$ cat config.mk
export PLATFORM = sky130hd
export DESIGN_NAME = keypad_scan_debounce
export DESIGN_NICKNAME = d
export VERILOG_FILES = /design/src/rtl/kpsd_pkg.sv /design/src/rtl/keypad_scan_debounce.sv
export SDC_FILE = /design/constraint.sdc
export NUM_CORES = 1
export LEC_CHECK = 0
export BUFFER_PORTS_ARGS = -buffer_cell sky130_fd_sc_hd__buf_4
export CAP_MARGIN = 10
export CORE_UTILIZATION = 50
export DETAILED_ROUTE_END_ITERATION = 8
export PLACE_DENSITY_LB_ADDON = 0.15
export SYNTH_ARGS = -nofsm -noshare
export SYNTH_HDL_FRONTEND = slang
export SYNTH_SLANG_ARGS = --single-unit
$ cat constraint.sdc
create_clock -name clock -period 6.17 [get_ports clock]
set_input_delay 0 -clock clock [delete_from_list [all_inputs] [get_ports clock]]
set_output_delay 0 -clock clock [all_outputs]
set_load 0.01 [all_outputs]
$ cat src/rtl/kpsd_pkg.sv
// ----------------------------------------------------------------------------
// kpsd_pkg
// Shared constants and helper functions for the keypad scan and debounce block.
// ----------------------------------------------------------------------------
package kpsd_pkg;

   localparam int COUNT_WIDTH = 16;
   localparam int CMP_WIDTH   = 32;

   localparam int unsigned TICKS_WIDTH = 16;
   localparam int unsigned CSR_ADDR_W  = 3;
   localparam int unsigned CSR_DATA_W  = 32;

   localparam logic [15:0] DEBOUNCE_TICKS_RESET = 16'd16;

   // register index, taken from paddr[2]
   localparam logic REG_DEBOUNCE_TICKS = 1'b0;

   localparam logic [3:0] ROW_CODE_MAX = 4'd4;

   // weighted row sum: row1*1 + row2*2 + row3*3 + row4*4
   function automatic logic [3:0] row_code(input logic [3:0] rows);
      logic [3:0] sum;
      begin
         sum = 4'd0;
         if (rows[0]) sum = sum + 4'd1;
         if (rows[1]) sum = sum + 4'd2;
         if (rows[2]) sum = sum + 4'd3;
         if (rows[3]) sum = sum + 4'd4;
         return sum;
      end
   endfunction

   // key code from row code (1..4) and column index (modulo 3)
   function automatic logic [3:0] key_lookup(input logic [3:0] code, input logic [1:0] col);
      logic [1:0] c;
      logic [3:0] k;
      begin
         c = (col == 2'd3) ? 2'd0 : col;
         k = 4'd0;
         case (code)
            4'd1: begin
               case (c)
                  2'd0:    k = 4'd1;
                  2'd1:    k = 4'd2;
                  default: k = 4'd3;
               endcase
            end
            4'd2: begin
               case (c)
                  2'd0:    k = 4'd4;
                  2'd1:    k = 4'd5;
                  default: k = 4'd6;
               endcase
            end
            4'd3: begin
               case (c)
                  2'd0:    k = 4'd7;
                  2'd1:    k = 4'd8;
                  default: k = 4'd9;
               endcase
            end
            4'd4: begin
               case (c)
                  2'd0:    k = 4'd10;
                  2'd1:    k = 4'd0;
                  default: k = 4'd11;
               endcase
            end
            default: k = 4'd0;
         endcase
         return k;
      end
   endfunction

endpackage

$ cat src/rtl/keypad_scan_debounce.sv
// ----------------------------------------------------------------------------
// keypad_scan_debounce
// Scanner and debouncer for a 3-column by 4-row keypad, one step per transfer.
// ----------------------------------------------------------------------------
// Each request transfer carries the sampled row lines and a tick strobe and
// produces exactly one response transfer with the column drive, the captured
// key and status. The scan state machine and the saturating debounce counter
// compare sit between the request port and a single response register, so a
// new request is taken every cycle unless the response register is full and
// stalled. The debounce wait length is set by the debounce_ticks register at
// byte address 0 (reset value 16); write it only while no transfer is in
// flight. Presses whose weighted row code exceeds 4 at confirmation raise
// several_rows and capture nothing.
module keypad_scan_debounce (
   input  logic                            clock,
   input  logic                            reset,
   input  logic                            req_valid,
   output logic                            req_stall,
   input  logic [3:0]                      req_row_lines,
   input  logic                            req_tick,
   output logic                            rsp_valid,
   input  logic                            rsp_stall,
   output logic [2:0]                      rsp_column_drive,
   output logic                            rsp_key_valid,
   output logic [3:0]                      rsp_key_code,
   output logic [3:0]                      rsp_last_key,
   output logic                            rsp_several_rows,
   input  logic                            csr_psel,
   input  logic                            csr_penable,
   input  logic                            csr_pwrite,
   input  logic [kpsd_pkg::CSR_ADDR_W-1:0] csr_paddr,
   input  logic [kpsd_pkg::CSR_DATA_W-1:0] csr_pwdata,
   output logic [kpsd_pkg::CSR_DATA_W-1:0] csr_prdata,
   output logic                            csr_pready
);

   typedef enum logic [2:0] {
      SCAN_COL1     = 3'd0,
      SCAN_COL2     = 3'd1,
      SCAN_COL3     = 3'd2,
      PRESS_WAIT    = 3'd3,
      PRESS_CHECK   = 3'd4,
      HELD          = 3'd5,
      RELEASE_WAIT  = 3'd6,
      RELEASE_CHECK = 3'd7
   } scan_state_type;

   localparam logic [kpsd_pkg::COUNT_WIDTH-1:0] CountMax = '1;

   scan_state_type                      state_ff, state_in;
   logic [1:0]                          col_idx_ff, col_idx_in;
   logic [2:0]                          column_ff, column_in;
   logic [kpsd_pkg::COUNT_WIDTH-1:0]    count_ff, count_in, count_inc;
   logic [3:0]                          held_ff, held_in;
   logic [kpsd_pkg::TICKS_WIDTH-1:0]    ticks_ff;

   logic                                rsp_valid_ff;
   logic [2:0]                          out_column_ff;
   logic                                out_key_valid_ff, out_key_valid_in;
   logic [3:0]                          out_key_code_ff, out_key_code_in;
   logic [3:0]                          out_last_key_ff;
   logic                                out_several_ff, out_several_in;

   logic                                req_take;
   logic                                csr_write;
   logic [3:0]                          code;
   logic                                wait_done;

   // ---- configuration ----
   assign csr_pready = 1'b1;
   assign csr_write  = csr_psel & csr_penable & csr_pwrite & csr_pready;
   assign csr_prdata = (csr_paddr[2] == kpsd_pkg::REG_DEBOUNCE_TICKS)
                       ? kpsd_pkg::CSR_DATA_W'(ticks_ff) : '0;

   always_ff @(posedge clock) begin
      if (reset) begin
         ticks_ff <= kpsd_pkg::DEBOUNCE_TICKS_RESET;
      end else if (csr_write && csr_paddr[2] == kpsd_pkg::REG_DEBOUNCE_TICKS) begin
         ticks_ff <= csr_pwdata[kpsd_pkg::TICKS_WIDTH-1:0];
      end
   end

   // ---- handshake ----
   assign req_stall = rsp_valid_ff & rsp_stall;
   assign req_take  = req_valid & ~req_stall;

   // ---- step logic ----
   assign code      = kpsd_pkg::row_code(req_row_lines);
   assign count_inc = (req_tick && count_ff != CountMax) ? count_ff + 1'b1 : count_ff;
   assign wait_done = (kpsd_pkg::CMP_WIDTH'(count_inc) >= kpsd_pkg::CMP_WIDTH'(ticks_ff))
                      || (count_inc == CountMax);

   always_comb begin
      state_in         = state_ff;
      col_idx_in       = col_idx_ff;
      column_in        = column_ff;
      count_in         = count_inc;
      held_in          = held_ff;
      out_key_valid_in = 1'b0;
      out_key_code_in  = 4'd0;
      out_several_in   = 1'b0;
      case (state_ff)
         SCAN_COL1, SCAN_COL2, SCAN_COL3: begin
            if (code == 4'd0) begin
               case (state_ff)
                  SCAN_COL1: begin
                     col_idx_in = 2'd0;
                     column_in  = 3'b001;
                     state_in   = SCAN_COL2;
                  end
                  SCAN_COL2: begin
                     col_idx_in = 2'd1;
                     column_in  = 3'b010;
                     state_in   = SCAN_COL3;
                  end
                  default: begin
                     col_idx_in = 2'd2;
                     column_in  = 3'b100;
                     state_in   = SCAN_COL1;
                  end
               endcase
            end else begin
               count_in = '0;
               state_in = PRESS_WAIT;
            end
         end
         PRESS_WAIT: begin
            if (wait_done) state_in = PRESS_CHECK;
         end
         PRESS_CHECK: begin
            if (code == 4'd0) begin
               state_in = SCAN_COL2;
            end else begin
               if (code <= kpsd_pkg::ROW_CODE_MAX) begin
                  held_in          = kpsd_pkg::key_lookup(code, col_idx_ff);
                  out_key_code_in  = held_in;
                  out_key_valid_in = 1'b1;
               end else begin
                  out_several_in = 1'b1;
               end
               state_in = HELD;
            end
         end
         HELD: begin
            if (code == 4'd0) begin
               count_in = '0;
               state_in = RELEASE_WAIT;
            end
         end
         RELEASE_WAIT: begin
            if (wait_done) state_in = RELEASE_CHECK;
         end
         RELEASE_CHECK: begin
            state_in = (code != 4'd0) ? HELD : SCAN_COL1;
         end
         default: state_in = SCAN_COL1;
      endcase
   end

   always_ff @(posedge clock) begin
      if (reset) begin
         state_ff   <= SCAN_COL1;
         col_idx_ff <= 2'd0;
         column_ff  <= 3'b000;
         count_ff   <= '0;
         held_ff    <= 4'd0;
      end else if (req_take) begin
         state_ff   <= state_in;
         col_idx_ff <= col_idx_in;
         column_ff  <= column_in;
         count_ff   <= count_in;
         held_ff    <= held_in;
      end
   end

   // ---- response register ----
   always_ff @(posedge clock) begin
      if (reset) begin
         rsp_valid_ff <= 1'b0;
      end else if (req_take) begin
         rsp_valid_ff <= 1'b1;
      end else if (!rsp_stall) begin
         rsp_valid_ff <= 1'b0;
      end
   end

   always_ff @(posedge clock) begin
      if (req_take) begin
         out_column_ff    <= column_in;
         out_key_valid_ff <= out_key_valid_in;
         out_key_code_ff  <= out_key_code_in;
         out_last_key_ff  <= held_in;
         out_several_ff   <= out_several_in;
      end
   end

   assign rsp_valid        = rsp_valid_ff;
   assign rsp_column_drive = out_column_ff;
   assign rsp_key_valid    = out_key_valid_ff;
   assign rsp_key_code     = out_key_code_ff;
   assign rsp_last_key     = out_last_key_ff;
   assign rsp_several_rows = out_several_ff;

   // ---- assertions ----
   a_take_fills_rsp: assert property (@(posedge clock) disable iff (reset)
      req_take |=> rsp_valid_ff)
      else $error("accepted request did not load the response register");

   a_key_or_several: assert property (@(posedge clock) disable iff (reset)
      rsp_valid_ff |-> !(out_key_valid_ff && out_several_ff))
      else $error("key capture and several_rows flagged together");

   a_no_key_zero_code: assert property (@(posedge clock) disable iff (reset)
      (rsp_valid_ff && !out_key_valid_ff) |-> (out_key_code_ff == 4'd0))
      else $error("key_code nonzero without a capture");

   a_column_onehot: assert property (@(posedge clock) disable iff (reset)
      $onehot0(column_ff))
      else $error("column drive not one-hot");

   a_capture_sets_last: assert property (@(posedge clock) disable iff (reset)
      (rsp_valid_ff && out_key_valid_ff) |-> (out_last_key_ff == out_key_code_ff))
      else $error("last_key does not follow the captured key");

endmodule
; After elaboration in Yosys (flattened, before gate mapping)
; Index checks and enable logic that the tools add are counted.
[totals]
ff_bits = 58
input_bits = 47
output_inout_bits = 48
word_cells = 91
[op_classes]
addsub = 4
magnitude_cmp = 2
n_eq_ne = 19
n_mux = 34
bitwise = 8
n_reduce_logical = 12
[op_table]
columns = cell, count
row1 = $mux W16, 4
row2 = $pmux W16 S2, 1
row3 = $mux W3, 8
row4 = $mux W4, 6
row5 = $pmux W3 S6, 1
row6 = $add A16 B1 Y16 const B, 1
row7 = $eq A16 B16 Y1 const B, 1
row8 = $ge A16 B16 Y1, 1
row9 = $ne A16 B16 Y1 const B, 1
row10 = $pmux W2 S2, 4
row11 = $pmux W4 S2, 2
row12 = $pmux W4 S4, 1
row13 = $eq A3 B3 Y1 const B, 4
row14 = $add A4 B2 Y4 const B, 2
row15 = $eq A4 B2 Y1 const B, 2
row16 = $eq A3 B2 Y1 const B, 2
row17 = $ne A2 B2 Y1 const B, 3
row18 = $pmux W3 S2, 1
row19 = $reduce_or A3 Y1, 2
row20 = $mux W1, 5
row21 = $add A4 B3 Y4 const B, 1
row22 = $and A1 B1 Y1, 4
row23 = $eq A4 B1 Y1 const B, 1
row24 = $eq A4 B3 Y1 const B, 1
row25 = 16 further kinds, 20

; Logic depth before layout (Yosys ltp)
[depth]
depth_word = 12
mapped_depth = 14
depth_no_buf = 14

; Worst setup path before layout
; Ideal clock, no wire load.
[synth_timing]
path_type = flip-flop to flip-flop
startpoint = register count_ff[0] in the netlist's numbering
endpoint = register state_ff[0]
setup_time_ns = 0.070
t_arrival_ns = 3.050
required_time_ns = 6.100
path_slack_ns = 3.049
path_stages_with_launch = 14
path_buffers = 0
synth_period_minus_slack_ns = 3.121
cell_sequence = dfxtp_1 ha_1 and3_1 a41oi_1 nand3_1 xnor2_1 ha_1 a21o_1 a211oi_1 o211ai_1 a21oi_1 o22ai_4 mux2_1 a21oi_1
[synth_via]
elab_chain_len = 7
elab_cells_between_ends = 10
cone_classes = add/sub: 1 / order compare: 1 / eq/ne: 4 / mux: 1 / reduce/logical: 3
[synth_lines]
columns = item, line
row1 = from (decl), keypad_scan_debounce.sv:53  ; logic [kpsd_pkg::COUNT_WIDTH-1:0] count_ff, count_in, count_inc;
row2 = from (signal assigned), keypad_scan_debounce.sv:171  ; count_ff <= count_in;
row3 = "parallel branches: the longest is 2 deep, another holds $add A16 B1 Y16", n/a
row4 = $mux W16 *, keypad_scan_debounce.sv:89  ; assign count_inc = (req_tick && count_ff != CountMax) ? count_ff + 1'b1 : count_ff;
row5 = $ge A16 B16 Y1 / $eq A16 B16 Y1 (equally long branches), "keypad_scan_debounce.sv:90, keypad_scan_debounce.sv:91"
row6 = $logic_or A1 B1 Y1 *, keypad_scan_debounce.sv:91  ; || (count_inc == CountMax);
row7 = $ne A2 B2 Y1 (no source line), n/a
row8 = $reduce_and A4 Y1 (no source line) *, n/a
row9 = to (signal assigned), keypad_scan_debounce.sv:168  ; state_ff <= state_in;
row10 = to (decl), keypad_scan_debounce.sv:50  ; scan_state_type state_ff, state_in;
; Every way passes the cells marked *.
; A chain may end at the register's enable or synchronous reset.

; Final worst setup path
; Same ends and word-level chain as after synthesis.

==> flow_summary.json <==
{
  "status": "complete, no violations",
  "slowest_delay_ns": 0.46,
  "drc": 0,
  "ios": 95,
  "crit_end": "state_ff[0]",
  "timing.critical_path.buf_inv": 0,
  "root_buffer": "clkbuf_8",
  "die_area_um2": 7812,
  "dp.cells": 580,
  "dr.pass1.iters": 4,
  "fp.dieH_um": 88.39,
  "drive_gt1_share_pct": 18.68,
  "regToRegSetupSlack_ns": 2.54,
  "period_share_pct": 58.78,
  "setup_tns_ns": 0,
  "worstReg2RegStart": "count_ff[0]",
  "crit_top_cell": "a21oi_1",
  "crit_chain": "ha_1 > and3_1 > a41oi_1 > nand4_1 > xnor2_1 > ha_1 > a21oi_1 > nor2b_1 > o21ai_0 > o211ai_1 > a21oi_1 > o22ai_4 > mux2_1 > a21oi_1",
  "synthCells": 446,
  "rows": 31,
  "cp.required_ns": 6.44,
  "maxSlewViolCount": 0,
  "grt_max_degree": 46,
  "insertion_delay_ns": 0.34,
  "crit_arrival_ns": 3.89,
  "synth-seq-cells": 58,
  "die_w_um": 88.39,
  "avgSynthCellArea_um2": 8.366,
  "setup_viol": 0,
  "routed_via_density": 5.289,
  "grtUsageTotal_pct": 22.71,
  "port_buffers": 59,
  "antenna_found_initial": 0,
  "cts_buffer_depth": 2,
  "maxCapViolations": 0,
  "path_clk_slew_ns": 0.06,
  "num-nets-final": 579,
  "crit_fanout": 7,
  "first_iter_violations": 184,
  "fin_crit_ns": 3.626,
  "final_cell_mix": "buf_4 (60), nand2_1 (52), nor2_1 (52)",
  "r2r_cells": 14,
  "synth-edff-count": 13,
  "worst_pin_slew_ns": 0.7765,
  "final_antenna_net_count": 0,
  "fin_util_pct": 62.14,
  "worstSetupPathType": "register to register",
  "peakVddDrop_v": 0.0001161,
  "reg2reg_to": "state_ff[0]",
  "yosys_warnings": 0,
  "slew-limit-headroom_pct": 48.23,
  "cts_made_buffers": 9,
  "rsz0062_at_grt": "false",
  "syn_area_um2": 3731,
  "h-tree-depth": 3,
  "final_common_cell": "buf_4",
  "cts_tree": "yes",
  "dp_hpwl_mm": 5.858,
  "fmax_mhz": 275.8,
  "final_cells": 613,
  "grt_pass1_vias": 2944,
  "yosysSeqAreaShare_pct": 34.61,
  "clock-sinks": 58,
  "setup.worst_path.start_class": "register",
  "critPathCaptureType": "register",
  "postCtsSetupRepairBufs": 0,
  "slowest_stage": "a41oi_1",
  "crit_cells": 14,
  "cpLargestDelayFamily": "compound AO/OA/AOI/OAI gates",
  "clock_skew_ns": 0.008186,
  "p_per_area_nw_per_um2": 203.1,
  "hold_viol": 0,
  "start_util_pct": 51.72,
  "wl_per_cell_um": 13.52,
  "syn_to_final_growth_pct": 20.15,
  "synthDistinctLibCells": 63,
  "antenna_cells": 0,
  "grt_first_pass_wirelength_mm": 13.64,
  "wirelength_mm": 8.290,
  "num_vias": 3242,
  "startpoint": "count_ff[0]",
  "ys.flop_type": "dfxtp_1",
  "place.gp.congestion": 0.8069,
  "core_area_um2": 7214,
  "p_leak_nw": 1.916,
  "synthArstFlopShare_pct": 0,
  "gr-total-overflow": 0,
  "n_fill_cell": 650,
  "hold_class": "primary input to register"
}
==> per-layer routing <==
metal  up-vias  track usage (%)  routed length, um
li1       1661                -                  -
met1      1489            30.62               3993
met2        80            35.59               3827
met3        12            4.384                335
met4         0            9.531                134
met5         -                0                  0
==> worst min path at each step <==
stage,start,endpoint,slack [ns],cells past startpoint
global placement,req_valid,rsp_valid,0.22,3
finish,rsp_stall,rsp_valid,0.02,5
global route,rsp_stall,rsp_valid,0.08,5
floorplan,req_valid,rsp_valid,0.12,2
detailed placement,csr_pwdata[4],ticks_ff[4],0.24,3
CTS,rsp_stall,rsp_valid,0.02,5
==> stage by stage <==
stage | setup slack (ns) | area [um^2] | hold WS [ns] | power [mW]
2_1_floorplan | 3.049 | 3787 | 0.1207 | 0.4942
3_3_place_gp | 2.628 | 4094 | 0.2188 | 0.5185
3_5_place_dp | 2.619 | 4094 | 0.2379 | 0.5214
4_1_cts | 2.555 | 4483 | 0.01880 | 0.9158
5_1_grt | 2.326 | 4483 | 0.08015 | 0.9497
6_report | 2.544 | 4483 | 0.02199 | 0.9105
==> where the power goes <==
| part | total, mW | switching, mW | internal, mW |
|---|---|---|---|
| logic | 0.115 | 0.0640 | 0.0514 |
| clock network | 0.388 | 0.151 | 0.237 |
| registers | 0.407 | 0.00822 | 0.399 |
==> state kept, by name (all words and copies together), names as in the netlist <==
register,cells
col_idx_ff,2
rsp_valid,1
held_ff,4
rsp_last_key,4
ticks_ff,16
state_ff,3
rsp_column_drive,3
column_ff,3
count_ff,16
rsp_several_rows,1
rsp_key_valid,1
rsp_key_code,4
==> final cells by class <==
cell class	count	area, um^2	share of cell area, %
well taps	99	123.9	2.763
repair buffers	77	620.6	13.84
inverters	30	112.6	2.512
clock buffers	11	141.4	3.154
flip-flops and latches	58	1291	28.80
clock inverters	5	77.57	1.730
multi-input cells	333	2116	47.20
==> worst register-to-register path, stage by stage (launching register included) <==
cell      delay, ns
dfxtp_1        0.38
ha_1           0.29
and3_1         0.25
a41oi_1        0.46
nand4_1        0.19
xnor2_1        0.30
ha_1           0.31
a21oi_1        0.13
nor2b_1        0.05
o21ai_0        0.21
o211ai_1       0.13
a21oi_1        0.28
o22ai_4        0.14
mux2_1         0.32
a21oi_1        0.13
==> synthesized netlist by cell type (3+ instances only) <==
library cell,number,area [um^2]
a211oi_1,3,22.52
a21o_1,9,67.56
a21oi_1,37,185.2
a22oi_1,16,120.1
and3_1,3,18.77
and4_1,3,26.28
buf_4,19,142.6
buf_6,3,33.78
clkbuf_1,13,48.80
dfxtp_1,45,900.9
edfxtp_1,13,390.4
ha_1,23,287.8
inv_1,29,108.9
mux2_2,4,45.04
nand2_1,52,195.2
nand2b_1,4,25.02
nand3_1,10,50.05
nand3b_1,4,30.03
nand4_1,10,62.56
nor2_1,52,195.2
nor2b_1,6,37.54
nor3_1,14,70.07
o211ai_1,5,37.54
o21ai_0,10,50.05
xnor2_1,8,70.07
==> cells by family (layout without fill, tap and decap cells) <==
| group | Yosys count | in the layout | synth area share (%) |
|---|---|---|---|
| mux | 7 | 7 | 2.180 |
| compound gates | 97 | 97 | 17.97 |
| buf+inv | 70 | 123 | 10.19 |
| other cells | 2 | 17 | 0.2013 |
| fa+ha+maj | 23 | 23 | 7.713 |
| flops | 58 | 58 | 34.61 |
| xor+xnor | 10 | 10 | 2.348 |
| simple gates | 179 | 179 | 24.78 |
==> repair_timing <==
item	in CTS	in global routing
endpoints found under the hold margin	17	0
gates resized for setup	0	0
hold buffers	17	0
Note: power is estimated with default switching activity, not from simulation.
